## config.mk

```make
export PLATFORM = sky130hd
export DESIGN_NAME = i2c_slave_line_decoder_core
export DESIGN_NICKNAME = d
export VERILOG_FILES = /design/src/hdl/i2cdec_pkg.sv /design/src/hdl/i2cdec_bus_sample.sv /design/src/hdl/i2cdec_engine.sv /design/src/hdl/i2c_slave_line_decoder_core.sv
export SDC_FILE = /design/constraint.sdc
export NUM_CORES = 1
export LEC_CHECK = 0
export BUFFER_PORTS_ARGS = -buffer_cell sky130_fd_sc_hd__buf_4
export CAP_MARGIN = 25
export CORE_ASPECT_RATIO = 0.8
export CORE_MARGIN = 5
export CORE_UTILIZATION = 30
export DETAILED_ROUTE_END_ITERATION = 16
export GPL_ROUTABILITY_DRIVEN = 0
export HOLD_SLACK_MARGIN = 0.15
export PLACE_DENSITY = 0.6
export SYNTH_ARGS = -nofsm -noshare
export SYNTH_HDL_FRONTEND = slang
export SYNTH_SLANG_ARGS = --single-unit
```

## constraint.sdc

```tcl
create_clock -name clk -period 2.9 [get_ports clk]
set_input_delay 0.58 -clock clk [delete_from_list [all_inputs] [get_ports clk]]
set_output_delay 0.58 -clock clk [all_outputs]
set_load 0.01 [all_outputs]
```

## src/hdl/i2cdec_pkg.sv

```systemverilog
`timescale 1ns / 1ps
// Package for the I2C slave line decoder: widths, reset values, register
// indexes and the structs passed between the decoder's modules. No dependencies.
package i2cdec_pkg;

	localparam int unsigned DEV_ADDR_W = 7;
	localparam int unsigned BYTE_W     = 8;
	localparam int unsigned BITCNT_W   = 4;
	localparam int unsigned PADDR_W    = 3;
	localparam int unsigned PDATA_W    = 32;

	localparam logic [DEV_ADDR_W-1:0] SLAVE_ADDR_RESET = 7'h48;
	localparam logic [BYTE_W-1:0]     READ_DATA_RESET  = 8'h00;
	localparam logic [BITCNT_W-1:0]   BITS_PER_BYTE    = 4'd8;
	localparam logic [BYTE_W-1:0]     BYTE_COUNT_MAX   = 8'hFF;

	// Register index, taken from paddr[2].
	localparam logic REG_SLAVE_ADDRESS = 1'b0;
	localparam logic REG_READ_DATA     = 1'b1;

	// Bus conditions seen in one sample, relative to the previous one.
	typedef struct packed {
		logic sda;      // resolved SDA level
		logic scl_held; // SCL high in this and the previous sample
		logic start;    // START or repeated START
		logic stop;     // STOP
		logic scl_rise;
		logic scl_fall;
	} bus_event_t;

	// Status produced for one sample.
	typedef struct packed {
		logic              sda_drive;
		logic              bus_active;
		logic              is_addressed;
		logic [BYTE_W-1:0] register_pointer;
	} status_t;

endpackage

```

## src/hdl/i2cdec_bus_sample.sv

```systemverilog
`timescale 1ns / 1ps
// Resolves the open-drain SCL and SDA levels and classifies bus conditions
// against the previous sample. Depends on i2cdec_pkg.
module i2cdec_bus_sample (
	input  logic                   clk,
	input  logic                   arst_n,
	input  logic                   advance,
	input  logic                   scl_is_output,
	input  logic                   scl_out_level,
	input  logic                   scl_in_level,
	input  logic                   sda_is_output,
	input  logic                   sda_out_level,
	input  logic                   sda_in_level,
	output i2cdec_pkg::bus_event_t bus_event
);
	import i2cdec_pkg::*;

	logic scl;
	logic sda;
	logic last_scl_q;
	logic last_sda_q;

	// A line is high only when released and seen high on the pin.
	assign scl = (!scl_is_output || scl_out_level) && scl_in_level;
	assign sda = (!sda_is_output || sda_out_level) && sda_in_level;

	always_ff @(posedge clk or negedge arst_n) begin
		if (!arst_n) begin
			last_scl_q <= 1'b1;
			last_sda_q <= 1'b1;
		end else if (advance) begin
			last_scl_q <= scl;
			last_sda_q <= sda;
		end
	end

	always_comb begin
		bus_event.sda      = sda;
		bus_event.scl_held = scl && last_scl_q;
		bus_event.start    = scl && last_scl_q && last_sda_q && !sda;
		bus_event.stop     = scl && last_scl_q && !last_sda_q && sda;
		bus_event.scl_rise = !last_scl_q && scl;
		bus_event.scl_fall = last_scl_q && !scl;
	end

endmodule

```

## src/hdl/i2cdec_engine.sv

```systemverilog
`timescale 1ns / 1ps
// Transfer state of the I2C slave: bit and byte counting, address match,
// ACK and read data drive, register pointer. Depends on i2cdec_pkg.
module i2cdec_engine (
	input  logic                                 clk,
	input  logic                                 arst_n,
	input  logic                                 advance,
	input  i2cdec_pkg::bus_event_t               bus_event,
	input  logic [i2cdec_pkg::DEV_ADDR_W-1:0]    slave_address,
	input  logic [i2cdec_pkg::BYTE_W-1:0]        read_data,
	output i2cdec_pkg::status_t                  status_next
);
	import i2cdec_pkg::*;

	logic                active_q, active_n;
	logic                sending_q, sending_n;
	logic                matched_q, matched_n;
	logic                read_req_q, read_req_n;
	logic                nacked_q, nacked_n;
	logic [BITCNT_W-1:0] bit_count_q, bit_count_n;
	logic [BYTE_W-1:0]   shift_q, shift_n;
	logic [BYTE_W-1:0]   byte_count_q, byte_count_n;
	logic [BYTE_W-1:0]   pointer_q, pointer_n;
	logic [BYTE_W-1:0]   send_byte_q, send_byte_n;
	logic                sda_drv_q, sda_drv_n;

	logic [BYTE_W-1:0]   shift_in_bit;
	logic [BITCNT_W-1:0] bit_count_inc;
	logic                nack_seen;

	assign shift_in_bit  = {shift_q[BYTE_W-2:0], bus_event.sda};
	assign bit_count_inc = bit_count_q + 1'b1;
	assign nack_seen     = sending_q ? bus_event.sda : nacked_q;

	always_comb begin
		active_n     = active_q;
		sending_n    = sending_q;
		matched_n    = matched_q;
		read_req_n   = read_req_q;
		nacked_n     = nacked_q;
		bit_count_n  = bit_count_q;
		shift_n      = shift_q;
		byte_count_n = byte_count_q;
		pointer_n    = pointer_q;
		send_byte_n  = send_byte_q;
		sda_drv_n    = sda_drv_q;

		if (bus_event.scl_held) begin
			if (bus_event.start) begin
				active_n     = 1'b1;
				bit_count_n  = '0;
				shift_n      = '0;
				sending_n    = 1'b0;
				byte_count_n = '0;
				matched_n    = 1'b0;
				nacked_n     = 1'b0;
				sda_drv_n    = 1'b1;
			end else if (bus_event.stop) begin
				active_n  = 1'b0;
				sda_drv_n = 1'b1;
			end
		end else if (active_q) begin
			if (bus_event.scl_fall) begin
				if (bit_count_q < BITS_PER_BYTE) begin
					// Data phase: put the next read bit out, MSB first.
					if (sending_q && matched_q)
						sda_drv_n = send_byte_q[~bit_count_q[2:0]];
					else
						sda_drv_n = 1'b1;
				end else begin
					// Acknowledge phase: ACK bytes received while addressed.
					sda_drv_n = !(!sending_q && matched_q);
				end
			end else if (bus_event.scl_rise) begin
				if (bit_count_q < BITS_PER_BYTE) begin
					if (!sending_q)
						shift_n = shift_in_bit;
					bit_count_n = bit_count_inc;
					if (bit_count_inc == BITS_PER_BYTE && !sending_q) begin
						if (byte_count_q == '0) begin
							read_req_n = shift_in_bit[0];
							matched_n  = (shift_in_bit[BYTE_W-1:1] == slave_address);
						end else if (matched_q) begin
							pointer_n = shift_in_bit;
						end
					end
				end else begin
					// Ninth clock: sample the master's ACK or NACK on reads.
					nacked_n    = nack_seen;
					bit_count_n = '0;
					shift_n     = '0;
					if (byte_count_q != BYTE_COUNT_MAX)
						byte_count_n = byte_count_q + 1'b1;
					sending_n = matched_q && read_req_q && !nack_seen;
					if (matched_q && read_req_q && !nack_seen) begin
						send_byte_n = read_data;
						pointer_n   = pointer_q + 1'b1;
					end
				end
			end
		end
	end

	always_ff @(posedge clk or negedge arst_n) begin
		if (!arst_n) begin
			active_q     <= 1'b0;
			sending_q    <= 1'b0;
			matched_q    <= 1'b0;
			read_req_q   <= 1'b0;
			nacked_q     <= 1'b0;
			bit_count_q  <= '0;
			shift_q      <= '0;
			byte_count_q <= '0;
			pointer_q    <= '0;
			send_byte_q  <= '0;
			sda_drv_q    <= 1'b1;
		end else if (advance) begin
			active_q     <= active_n;
			sending_q    <= sending_n;
			matched_q    <= matched_n;
			read_req_q   <= read_req_n;
			nacked_q     <= nacked_n;
			bit_count_q  <= bit_count_n;
			shift_q      <= shift_n;
			byte_count_q <= byte_count_n;
			pointer_q    <= pointer_n;
			send_byte_q  <= send_byte_n;
			sda_drv_q    <= sda_drv_n;
		end
	end

	always_comb begin
		status_next.sda_drive        = sda_drv_n;
		status_next.bus_active       = active_n;
		status_next.is_addressed     = matched_n;
		status_next.register_pointer = pointer_n;
	end

endmodule

```

## src/hdl/i2c_slave_line_decoder_core.sv

```systemverilog
`timescale 1ns / 1ps
// Top level of the I2C slave line decoder: input register, APB register
// block and result register. Depends on i2cdec_pkg, i2cdec_bus_sample, i2cdec_engine.
//
// Usage. Each input transaction carries one sample of the two open-drain I2C
// lines (pin enable, output level and input level for SCL and SDA). Each
// accepted sample produces exactly one output transaction: the slave's SDA
// level, whether a transfer is in progress, whether this slave was addressed,
// and the current register pointer. Both channels use valid and ready.
// The sample is captured in an input register, the bus state is updated by a
// single pass of combinational logic, and the status lands in an output
// register. The sample moves on from the input register into the output register
// whenever the output register is empty or is being emptied. Throughput is one
// sample per clock while the receiver takes every status transaction.
// When the receiver stalls, the output register holds its transaction and the
// input register holds the next sample; in_ready falls only while both are
// full and the output is not being taken, so no sample is lost.
// Reset (arst_n low) clears the bus state to idle with both lines taken as
// high, sets the slave address to 0x48 and the read data to zero, and empties
// both registers. The APB port sets slave_address (offset 0) and read_data (offset 4);
// users must write it only while no sample is in flight; the block does not enforce it.
module i2c_slave_line_decoder_core (
	input  logic                                clk,
	input  logic                                arst_n,
	// Sample channel.
	input  logic                                in_valid,
	output logic                                in_ready,
	input  logic                                scl_is_output,
	input  logic                                scl_out_level,
	input  logic                                scl_in_level,
	input  logic                                sda_is_output,
	input  logic                                sda_out_level,
	input  logic                                sda_in_level,
	// Status channel.
	output logic                                out_valid,
	input  logic                                out_ready,
	output logic                                sda_drive,
	output logic                                bus_active,
	output logic                                is_addressed,
	output logic [i2cdec_pkg::BYTE_W-1:0]       register_pointer,
	// Configuration port.
	input  logic                                psel,
	input  logic                                penable,
	input  logic                                pwrite,
	input  logic [i2cdec_pkg::PADDR_W-1:0]      paddr,
	input  logic [i2cdec_pkg::PDATA_W-1:0]      pwdata,
	output logic [i2cdec_pkg::PDATA_W-1:0]      prdata,
	output logic                                pready
);
	import i2cdec_pkg::*;

	// Configuration registers.
	logic [DEV_ADDR_W-1:0] slave_address_q;
	logic [BYTE_W-1:0]     read_data_q;
	logic                  reg_sel;
	logic                  cfg_write;

	// Input register.
	logic valid_s1;
	logic scl_is_output_s1, scl_out_level_s1, scl_in_level_s1;
	logic sda_is_output_s1, sda_out_level_s1, sda_in_level_s1;

	// Output register.
	logic    out_valid_q;
	status_t status_q;

	bus_event_t bus_event;
	status_t    status_next;
	logic       advance;
	logic       in_take;

	assign pready    = 1'b1;
	assign reg_sel   = paddr[2];
	assign cfg_write = psel && penable && pwrite && pready;

	always_ff @(posedge clk or negedge arst_n) begin
		if (!arst_n) begin
			slave_address_q <= SLAVE_ADDR_RESET;
			read_data_q     <= READ_DATA_RESET;
		end else if (cfg_write) begin
			unique case (reg_sel)
				REG_SLAVE_ADDRESS: slave_address_q <= pwdata[DEV_ADDR_W-1:0];
				REG_READ_DATA:     read_data_q     <= pwdata[BYTE_W-1:0];
				default:           ;
			endcase
		end
	end

	always_comb begin
		unique case (reg_sel)
			REG_SLAVE_ADDRESS: prdata = {{(PDATA_W-DEV_ADDR_W){1'b0}}, slave_address_q};
			REG_READ_DATA:     prdata = {{(PDATA_W-BYTE_W){1'b0}}, read_data_q};
			default:           prdata = '0;
		endcase
	end

	// The sample in the input register moves on whenever the output register
	// is empty or is being emptied in the same cycle.
	assign advance  = valid_s1 && (!out_valid_q || out_ready);
	assign in_ready = !valid_s1 || advance;
	assign in_take  = in_valid && in_ready;

	always_ff @(posedge clk or negedge arst_n) begin
		if (!arst_n)
			valid_s1 <= 1'b0;
		else if (in_ready)
			valid_s1 <= in_valid;
	end

	always_ff @(posedge clk) begin
		if (in_take) begin
			scl_is_output_s1 <= scl_is_output;
			scl_out_level_s1 <= scl_out_level;
			scl_in_level_s1  <= scl_in_level;
			sda_is_output_s1 <= sda_is_output;
			sda_out_level_s1 <= sda_out_level;
			sda_in_level_s1  <= sda_in_level;
		end
	end

	i2cdec_bus_sample u_bus_sample (
		.clk           (clk),
		.arst_n        (arst_n),
		.advance       (advance),
		.scl_is_output (scl_is_output_s1),
		.scl_out_level (scl_out_level_s1),
		.scl_in_level  (scl_in_level_s1),
		.sda_is_output (sda_is_output_s1),
		.sda_out_level (sda_out_level_s1),
		.sda_in_level  (sda_in_level_s1),
		.bus_event     (bus_event)
	);

	i2cdec_engine u_engine (
		.clk           (clk),
		.arst_n        (arst_n),
		.advance       (advance),
		.bus_event     (bus_event),
		.slave_address (slave_address_q),
		.read_data     (read_data_q),
		.status_next   (status_next)
	);

	// The output register reloads on every advance; otherwise it empties
	// once the receiver has taken its transaction.
	always_ff @(posedge clk or negedge arst_n) begin
		if (!arst_n)
			out_valid_q <= 1'b0;
		else if (advance)
			out_valid_q <= 1'b1;
		else if (out_ready)
			out_valid_q <= 1'b0;
	end

	always_ff @(posedge clk) begin
		if (advance)
			status_q <= status_next;
	end

	assign out_valid        = out_valid_q;
	assign sda_drive        = status_q.sda_drive;
	assign bus_active       = status_q.bus_active;
	assign is_addressed     = status_q.is_addressed;
	assign register_pointer = status_q.register_pointer;

endmodule

```

Word-level counts from Yosys, hierarchy flattened
Cells that the tools add are included.
{ "op_classes": {"n_eq_ne": 7, "magnitude_cmp": 2, "n_mux": 63, "reduce_logical": 46, "n_addsub": 3, "bitwise_logic": 5} }
{ "ops": {"columns": ["operator", "count"], "rows": [
  ["$mux 8", 16],
  ["$pmux 32 s2", 1],
  ["$mux 7", 6],
  ["$mux 1", 33],
  ["$mux 4", 6],
  ["$logic_and 1x1->1", 18],
  ["$add 8x1->8 const B", 2],
  ["$reduce_and 7->1", 2],
  ["$reduce_and 6->1", 2],
  ["$logic_not 1->1", 11],
  ["$logic_not 8->1", 1],
  ["$ne 8x8->1 const B", 1],
  ["$reduce_and 8->1", 1],
  ["$reduce_bool 2->1", 4],
  ["$eq 7x7->1", 1],
  ["$reduce_and 5->1", 1],
  ["$add 4x1->4 const B", 1],
  ["$eq 4x4->1 const B", 1],
  ["$logic_or 1x1->1", 4],
  ["$lt 3x4->1 const B", 1],
  ["$lt 4x4->1 const B", 1],
  ["$ne 2x2->1 const B", 2],
  ["$not 1->1", 4],
  ["$reduce_and 2->1", 2],
  ["4 further kinds", 4]
]} }
{ "totals": {"word_cells": 153, "regBits": 77, "output_inout_bits": 46, "input_bits": 48} }

Longest topological paths before layout
Gate-level depths: netlist of the first run.
{ "depth": {"word_depth": 12, "ltp_mapped": 8, "ltp_nobuf": 6} }

Hierarchy
From an unflattened synthesis of the first run, not the netlist that was laid out.
{ "unflattened": {"cells_unflattened": 410, "area_unflattened_um2": 4481.8} }
{ "modules_own_cells": {"columns": ["module", "area_per_inst_um2", "seq_area_each_um2", "cells_each", "instances"], "rows": [
  ["i2cdec_engine", 2840.2, 1027.2, 301, 1],
  ["i2c_slave_line_decoder_core", 1483.9, 938.4, 93, 1],
  ["i2cdec_bus_sample", 157.7, 52.6, 16, 1]
]} }

Worst setup path before layout of the first run
OpenSTA, ideal clock, no wires.
{ "synth_path": {"path_type": "reg-to-reg", "from": "register u_engine.bit_count_q[3]", "to": "register status_q (netlist bit register_pointer[0]), data pin", "t_required_ns": 2.642, "n_path_buf": 2, "setup_time_ns": 0.258, "period_less_slack_ns": 2.666, "slack_ns": 0.234, "arrival_time_ns": 2.408, "path_stages_with_launch": 9, "cell_sequence": "dfrtp_1 -> buf_2 -> clkinv_1 -> ha_1 -> or4_4 -> buf_6 -> nor2_8 -> mux2_4 -> o221a_2"} }
{ "synth_rtl": {"columns": ["element", "line", "text"], "rows": [
  ["start, declared", "i2cdec_engine.sv:20", "logic [BITCNT_W-1:0] bit_count_q, bit_count_n;"],
  ["start signal, assigned", "i2cdec_engine.sv:123", "bit_count_q <= bit_count_n;"],
  ["end signal, assigned", "i2c_slave_line_decoder_core.sv:157", "status_q <= status_next;"],
  ["end, declared", "i2c_slave_line_decoder_core.sv:65", "status_t status_q;"]
]} }

==> metrics.yaml, run 1 <==
sta:
  worst_pin_slew_ns: 0.917
  timing.final.crit_share_pct: 89.9
  final_hold_viol_count: 0
  fmax_ghz: 0.383
  relSlewSlack_pct: 38.4
  finalClockSkew_ns: 0.00612
  hold-worst-slack_ns: 0.326
  finalSetupViolCount: 0
  rsz0062_at_grt: "no"
  min_period_ns: 2.61
  finalMaxSlewViolations: 0
  setup_tns_ns: 0
worst_setup_path:
  cp_slowest_stage_delay_ns: 0.64
  critical_path.endpoint: "register_pointer[0]$_DFFE_PP_"
  worstReg2RegStart: "u_engine.bit_count_q[0]$_DFFE_PN0P_"
  cp-startpoint: "u_engine.bit_count_q[0]$_DFFE_PN0P_"
  start_kind: "flop"
  crit_required_ns: 2.99
  crit_chain: "and3_1, ha_1, or4_4, nor2_8, mux2_4, o221a_2"
  path_class: "flop to flop"
  r2r_end: "register_pointer[0]$_DFFE_PP_"
  r2r_cells: 6
  crit_buf_inv: 0
  cp_num_cells: 6
  cp_slowest_cell: "or4_4"
  end_kind: "flop"
  worstPathMaxFanout: 7
  cpLargestDelayFamily: "simple AND/OR/NAND/NOR gates"
  critical_path_arrival_ns: 2.69
  rrSetupSlack_ns: 0.29
detailed_routing:
  drc_errors: 0
  wl_per_cell_um: 16.0
  vias_per_cell: 5.14
  wirelength_mm: 10.3
  ant_nets: 0
  vias: 3289
  first_iter_violations: 282
  dr.pass1.iters: 5
placement:
  portBuffers: 42
  dp_hpwl_mm: 7.42
floorplan:
  die_x_um: 145
  dieArea_um2: 17200
  core_area_um2: 14300
  fp-row-count: 39
  dieHeight_um: 118
  start_util_pct: 30.7
  num_io_pins: 94
power:
  ir_worst_vdd_mv: 0.287
  power_uw: 3260
  power.density_nw_per_um2: 638
  p_leak_uw: 0.00213
clocking:
  cts-root-buf: "clkbuf_16"
  cts_resized: 0
  clock_latency_ns: 0.33
  clk_pin_slew_ns: 0.06
  cts_sinks: 77
  cts_setup_buffers: 0
  htree_levels: 3
  tritoncts: "yes"
  cts_inserted_buffers: 9
  clockBufferDepth: 2
  hold_buffers: 0
final_layout:
  layout_commonest_cell: "dfrtp_1"
  layout_common_cells: "dfrtp_1, buf_4, nand2_1"
  fillers: 1412
  final_nets: 505
  area_growth_pct: 16.6
  n_antenna_cell: 0
  drive_gt1_share_pct: 27.2
synth:
  avgSynthCellArea_um2: 10.6
  synth-xor-area-share_pct: 1.60
  synth_cells: 413
  ys.flop_type: "dfrtp_1"
  synth_compound_area_share_pct: 16.4
  ys_warn_count: 0
  syn_area_um2: 4390
  synth_adder_area_share_pct: 1.71
  yosysSeqAreaShare_pct: 46.0
  yosys.area_share.simple_pct: 16.3
  synthMuxAreaShare_pct: 10.0
  synth_seq_cells: 77
  synth_cell_types: 70
  synth_edf_count: 17
  synth_top_family_by_area: "compound AO/OA/AOI/OAI gates"
  ys_async_sr_fraction_pct: 77.9
global_routing:
  grt_pass1_vias: 3216
  grt_pass1_wl_mm: 16.6
  grt_usage_pct: 11.8
  grt_overflow: 0
  grt_start_max_net_pins: 61
  antenna_found_initial: 0
run_status:
  outcome: "finished clean"
job:
  timing.max_cap.violations: 0
worst_hold_path:
  min_path_type: "input port to async pin"
worst reg2reg max path, stage by stage, from the launching register on:
cell	delay, ns
dfrtp_1	0.47
and3_1	0.23
ha_1	0.30
or4_4	0.64
nor2_8	0.16
mux2_4	0.32
o221a_2	0.24
cells by family (layout without fill, tap and decap cells):
logic type      count (synthesis)  count (layout)
compound gates                 99              99
xor+xnor                        8               8
fa+ha+maj                       6               6
buf+inv                        59              79
flops                          77              77
mux                            37              37
other cells                     2              25
simple gates                  125             125
per-stage QoR:
step | std cells | util, % | setup WS [ns] | cell area [µm²]
after floorplan | 436 | - | 0.234 | 4470
after global placement | 624 | 33.4 | 0.319 | 4770
after detailed placement | 624 | 33.4 | 0.303 | 4770
after CTS | 640 | 35.8 | 0.285 | 5120
after global routing | 640 | 35.8 | 0.181 | 5120
final | 640 | 35.8 | 0.292 | 5120
metal layers:
metal / part of all wire [%] / wire length [µm] / vias up / GRT usage (%)
met1: 47 / 4870 / 1583 / 16.8
li1: - / - / 1569 / -
met5: 0 / 0 / - / 0
met3: 8.0 / 824 / 14 / 3.75
met4: 1.4 / 144 / 0 / 4.08
met2: 43 / 4420 / 123 / 17.0
worst min-delay path by stage:
stage          cells after the start                            from                        endpoint
6_report                           1                          arst_n  slave_address_q[4]$_DFFE_PN0P_
5_1_grt                            1                          arst_n  slave_address_q[4]$_DFFE_PN0P_
4_1_cts                            1                          arst_n  slave_address_q[4]$_DFFE_PN0P_
3_5_place_dp                       2  u_engine.sda_drv_q$_DFFE_PN1P_  u_engine.sda_drv_q$_DFFE_PN1P_
3_3_place_gp                       2  u_engine.sda_drv_q$_DFFE_PN1P_  u_engine.sda_drv_q$_DFFE_PN1P_
2_1_floorplan                      0                          arst_n           out_valid$_DFFE_PN0P_
area by class of cell:
cell class | instances | area (µm²) | share of cell area, %
Clock buffer | 12 | 246 | 4.82
Clock inverter | 4 | 95.1 | 1.86
Inverter | 16 | 60.1 | 1.17
Multi-Input combinational cell | 300 | 2110 | 41.3
Sequential cell | 77 | 2020 | 39.4
Tap cell | 184 | 230 | 4.50
Timing Repair Buffer | 47 | 353 | 6.90
cell usage after synthesis (all sizes together), types with 2 or more instances:
master   count  share of area (%)
clkbuf       8               0.68
nand2b       6               0.86
and2         6               0.97
nor4        11                1.6
o21ai       28                3.5
a21o         3               0.51
conb         2               0.17
nor2b        5               0.71
xor2         5                1.0
mux2i        2               0.46
nand2       38                3.3
ha           6                1.7
o22a         2               0.40
or2          2               0.29
a41oi        2               0.40
dfrtp       55                 31
and4         3               0.60
or4          5                1.0
and3         8                1.1
o211a        2               0.46
o2bb2ai      4               0.80
xnor2        3               0.60
a21oi       15                1.7
nor2        10                1.2
dfstp        5                3.0
a31oi        7                1.0
nand3       12                1.6
nor3         9                1.4
mux4         2                1.0
edfxtp      17                 12
buf         35                5.8
o21a         2               0.34
o31ai       11                1.9
mux2        33                8.6
nand4        4               0.57
o2111a       2               0.51
inv         15                1.3
a221oi       2               0.54
or3          3               0.43
o221a        8                2.1
sequential cells by signal, indices dropped and copies added (netlist names), 4 cells and up:
| signal | flops |
|---|---|
| u_engine.byte_count_q | 8 |
| u_engine.send_byte_q | 8 |
| u_engine.shift_q | 7 |
| register_pointer | 8 |
| u_engine.pointer_q | 8 |
| u_engine.bit_count_q | 4 |
| slave_address_q | 7 |
| read_data_q | 8 |
power by group:
group,internal [µW],leakage [µW],switching [µW]
Combinational,271,0.00104,293
Clock,863,0.000167,424
Sequential,1250,0.000928,164
(Power assumes the default switching activity.)
==> run 2, diff against run 1 <==
--- a/config.mk
+++ b/config.mk
@@ -17,3 +17,4 @@
 export SYNTH_ARGS = -nofsm -noshare
 export SYNTH_HDL_FRONTEND = slang
 export SYNTH_SLANG_ARGS = --single-unit
+export TNS_END_PERCENT = 1
==> constraint.sdc (replaced) <==
create_clock -name clk -period 2.9 [get_ports clk]
set_input_delay 0.29 -clock clk [delete_from_list [all_inputs] [get_ports clk]]
set_output_delay 0.29 -clock clk [all_outputs]
set_load 0.01 [all_outputs]
==> run 2 against run 1 <==
  * Final cell count is 1.3% higher
  * Die area stayed put
  * Critical path depth stayed put
  * Largest power group unchanged
  * Largest cell class unchanged
  * Sequential share of layout area is 0.23 points lower
==> metrics.yaml, run 2 (same netlist as run 1, synthesis figures left out) <==
run_status:
  outcome: "finished clean"
worst_hold_path:
  min_path_type: "input port to flop"
clocking:
  clockBufferDepth: 2  # unchanged
  cts-root-buf: "clkbuf_16"
  tritoncts: "yes"
  clk_pin_slew_ns: 0.05  # about the same
  cts_inserted_buffers: 9  # unchanged
  cts_resized: 0  # unchanged
  cts_sinks: 77  # unchanged
  htree_levels: 3  # unchanged
  clock_latency_ns: 0.34  # about the same
sta:
  finalSetupViolCount: 0  # unchanged
  final_hold_viol_count: 0  # unchanged
  finalMaxSlewViolations: 0  # unchanged
  worst_pin_slew_ns: 0.794  # -0.124 ns
  hold-worst-slack_ns: 0.191  # -0.135 ns
  rsz0062_at_grt: "no"
  setup_tns_ns: 0  # unchanged
  fmax_ghz: 0.383  # about the same
  finalClockSkew_ns: 0.00801  # +0.00188 ns
  relSlewSlack_pct: 47.1  # +8.6 points
  timing.final.crit_share_pct: 90.0  # about the same
  min_period_ns: 2.61  # +0.00149 ns
placement:
  dp_hpwl_mm: 7.41  # -0.18%
  placedCellCount: 624  # unchanged
  portBuffers: 42  # unchanged
job:
  timing.max_cap.violations: 0  # unchanged
final_layout:
  fin_cells: 648  # +1.3%
  layout_common_cells: "dfrtp_1, buf_4, nand2_1"
  multiInputGateArea_um2: 2110  # unchanged
  drive_gt1_share_pct: 26.5  # -0.68 points
  n_antenna_cell: 0  # unchanged
  final_nets: 513  # +1.6%
  layout_commonest_cell: "dfrtp_1"
  area_growth_pct: 17.3
  ff_latch_area_um2: 2020  # unchanged
  fillers: 1423  # +0.78%
floorplan:
  die_x_um: 145  # unchanged
  start_util_pct: 30.7  # unchanged
  dieHeight_um: 118  # unchanged
  core_area_um2: 14300  # unchanged
  fp-row-count: 39  # unchanged
  dieArea_um2: 17200  # unchanged
  num_io_pins: 94  # unchanged
detailed_routing:
  first_iter_violations: 377  # +34%
  dr.pass1.iters: 5  # unchanged
  vias: 3381  # +2.8%
  vias_per_cell: 5.22  # +1.5%
  ant_nets: 0  # unchanged
  wirelength_mm: 10.4  # +1.2%
  drc_errors: 0  # unchanged
  wl_per_cell_um: 16.0  # about the same
worst_setup_path:
  end_kind: "flop"
  rrSetupSlack_ns: 0.29  # about the same
  worstPathMaxFanout: 7  # unchanged
  path_class: "flop to flop"
  critical_path_arrival_ns: 2.69  # about the same
  start_kind: "flop"
  crit_required_ns: 2.98  # about the same
power:
  p_leak_uw: 0.00214  # +0.46%
  power.density_nw_per_um2: 596  # -6.5%
  ir_worst_vdd_mv: 0.388  # +35%
global_routing:
  antenna_found_initial: 0  # unchanged
  grt_overflow: 0  # unchanged
  grt_usage_pct: 12.1  # +0.25 points
  grt_start_max_net_pins: 61  # unchanged
  grt_pass1_wl_mm: 17.0  # +2.2%
  grt_pass1_vias: 3245  # +0.90%
[run 2: cell types whose count changed in the layout (fill, tap and decap cells not counted)]
cell / change
dlygate4sd3_1: +8
bufinv_16: -3
clkbuf_8: +3
clkbuf_1: +1
clkinv_2: -1
[run 2: through the flow]
step | cell area (µm²) | setup slack (ns) | power, µW | util [%]
after CTS | 5150 | 0.293 | 3110 | 36.0
after global placement | 4770 | 0.322 | 1970 | 33.4
final | 5150 | 0.290 | 3070 | 36.0
after floorplan | 4470 | 0.234 | 1790 | -
after global routing | 5150 | 0.196 | 3240 | 36.0
after detailed placement | 4770 | 0.315 | 2000 | 33.4
[run 2: worst paths after layout]
check / cells past startpoint / endpoint / startpoint
worst max-delay path: 6 / register_pointer[0]$_DFFE_PP_ / u_engine.bit_count_q[0]$_DFFE_PN0P_
worst max register to register: 6 / register_pointer[0]$_DFFE_PP_ / u_engine.bit_count_q[0]$_DFFE_PN0P_
worst min register to register: 2 / u_engine.sda_drv_q$_DFFE_PN1P_ / u_engine.sda_drv_q$_DFFE_PN1P_
min in group asynchronous: 2 / slave_address_q[4]$_DFFE_PN0P_ / arst_n
worst min-delay path: 2 / read_data_q[7]$_DFFE_PN0P_ / pwdata[7]
max in group asynchronous: 2 / u_engine.pointer_q[2]$_DFFE_PN0P_ / arst_n
[run 2: critical path, stage by stage (launching register included)]
cell and delay, ns:
dfrtp_1 0.46, and3_1 0.23, ha_1 0.31, or4_4 0.64
nor2_8 0.16, mux2_4 0.32, o221a_2 0.24
[run 2: power breakdown]
part	switching, µW	total [µW]	internal, µW
logic	296	574	278
registers	163	1410	1250
clock network	408	1080	674
total	867	3070	2200
[run 2: area by class of cell]
| type | count | area share, % |
|---|---|---|
| Inverter | 16 | 1.17 |
| Tap cell | 184 | 4.47 |
| Multi-Input combinational cell | 300 | 41.1 |
| Timing Repair Buffer | 55 | 8.41 |
| Clock buffer | 16 | 5.66 |
| Sequential cell | 77 | 39.2 |
[run 2: metal layers]
layer | share of wire (%) | GRT usage [%] | vias to the layer above | wire, µm
met1 | 48 | 17.6 | 1657 | 5020
met2 | 44 | 17.3 | 124 | 4550
met4 | 1.2 | 3.26 | 0 | 128
met5 | 0 | 0 | - | 0
li1 | - | - | 1586 | -
met3 | 6.5 | 3.79 | 14 | 677
[run 2: what timing repair did]
item	4_1_cts	5_1_grt
hold buffers	8	0
buffers inserted	0	0
hold endpoints to repair	62	0
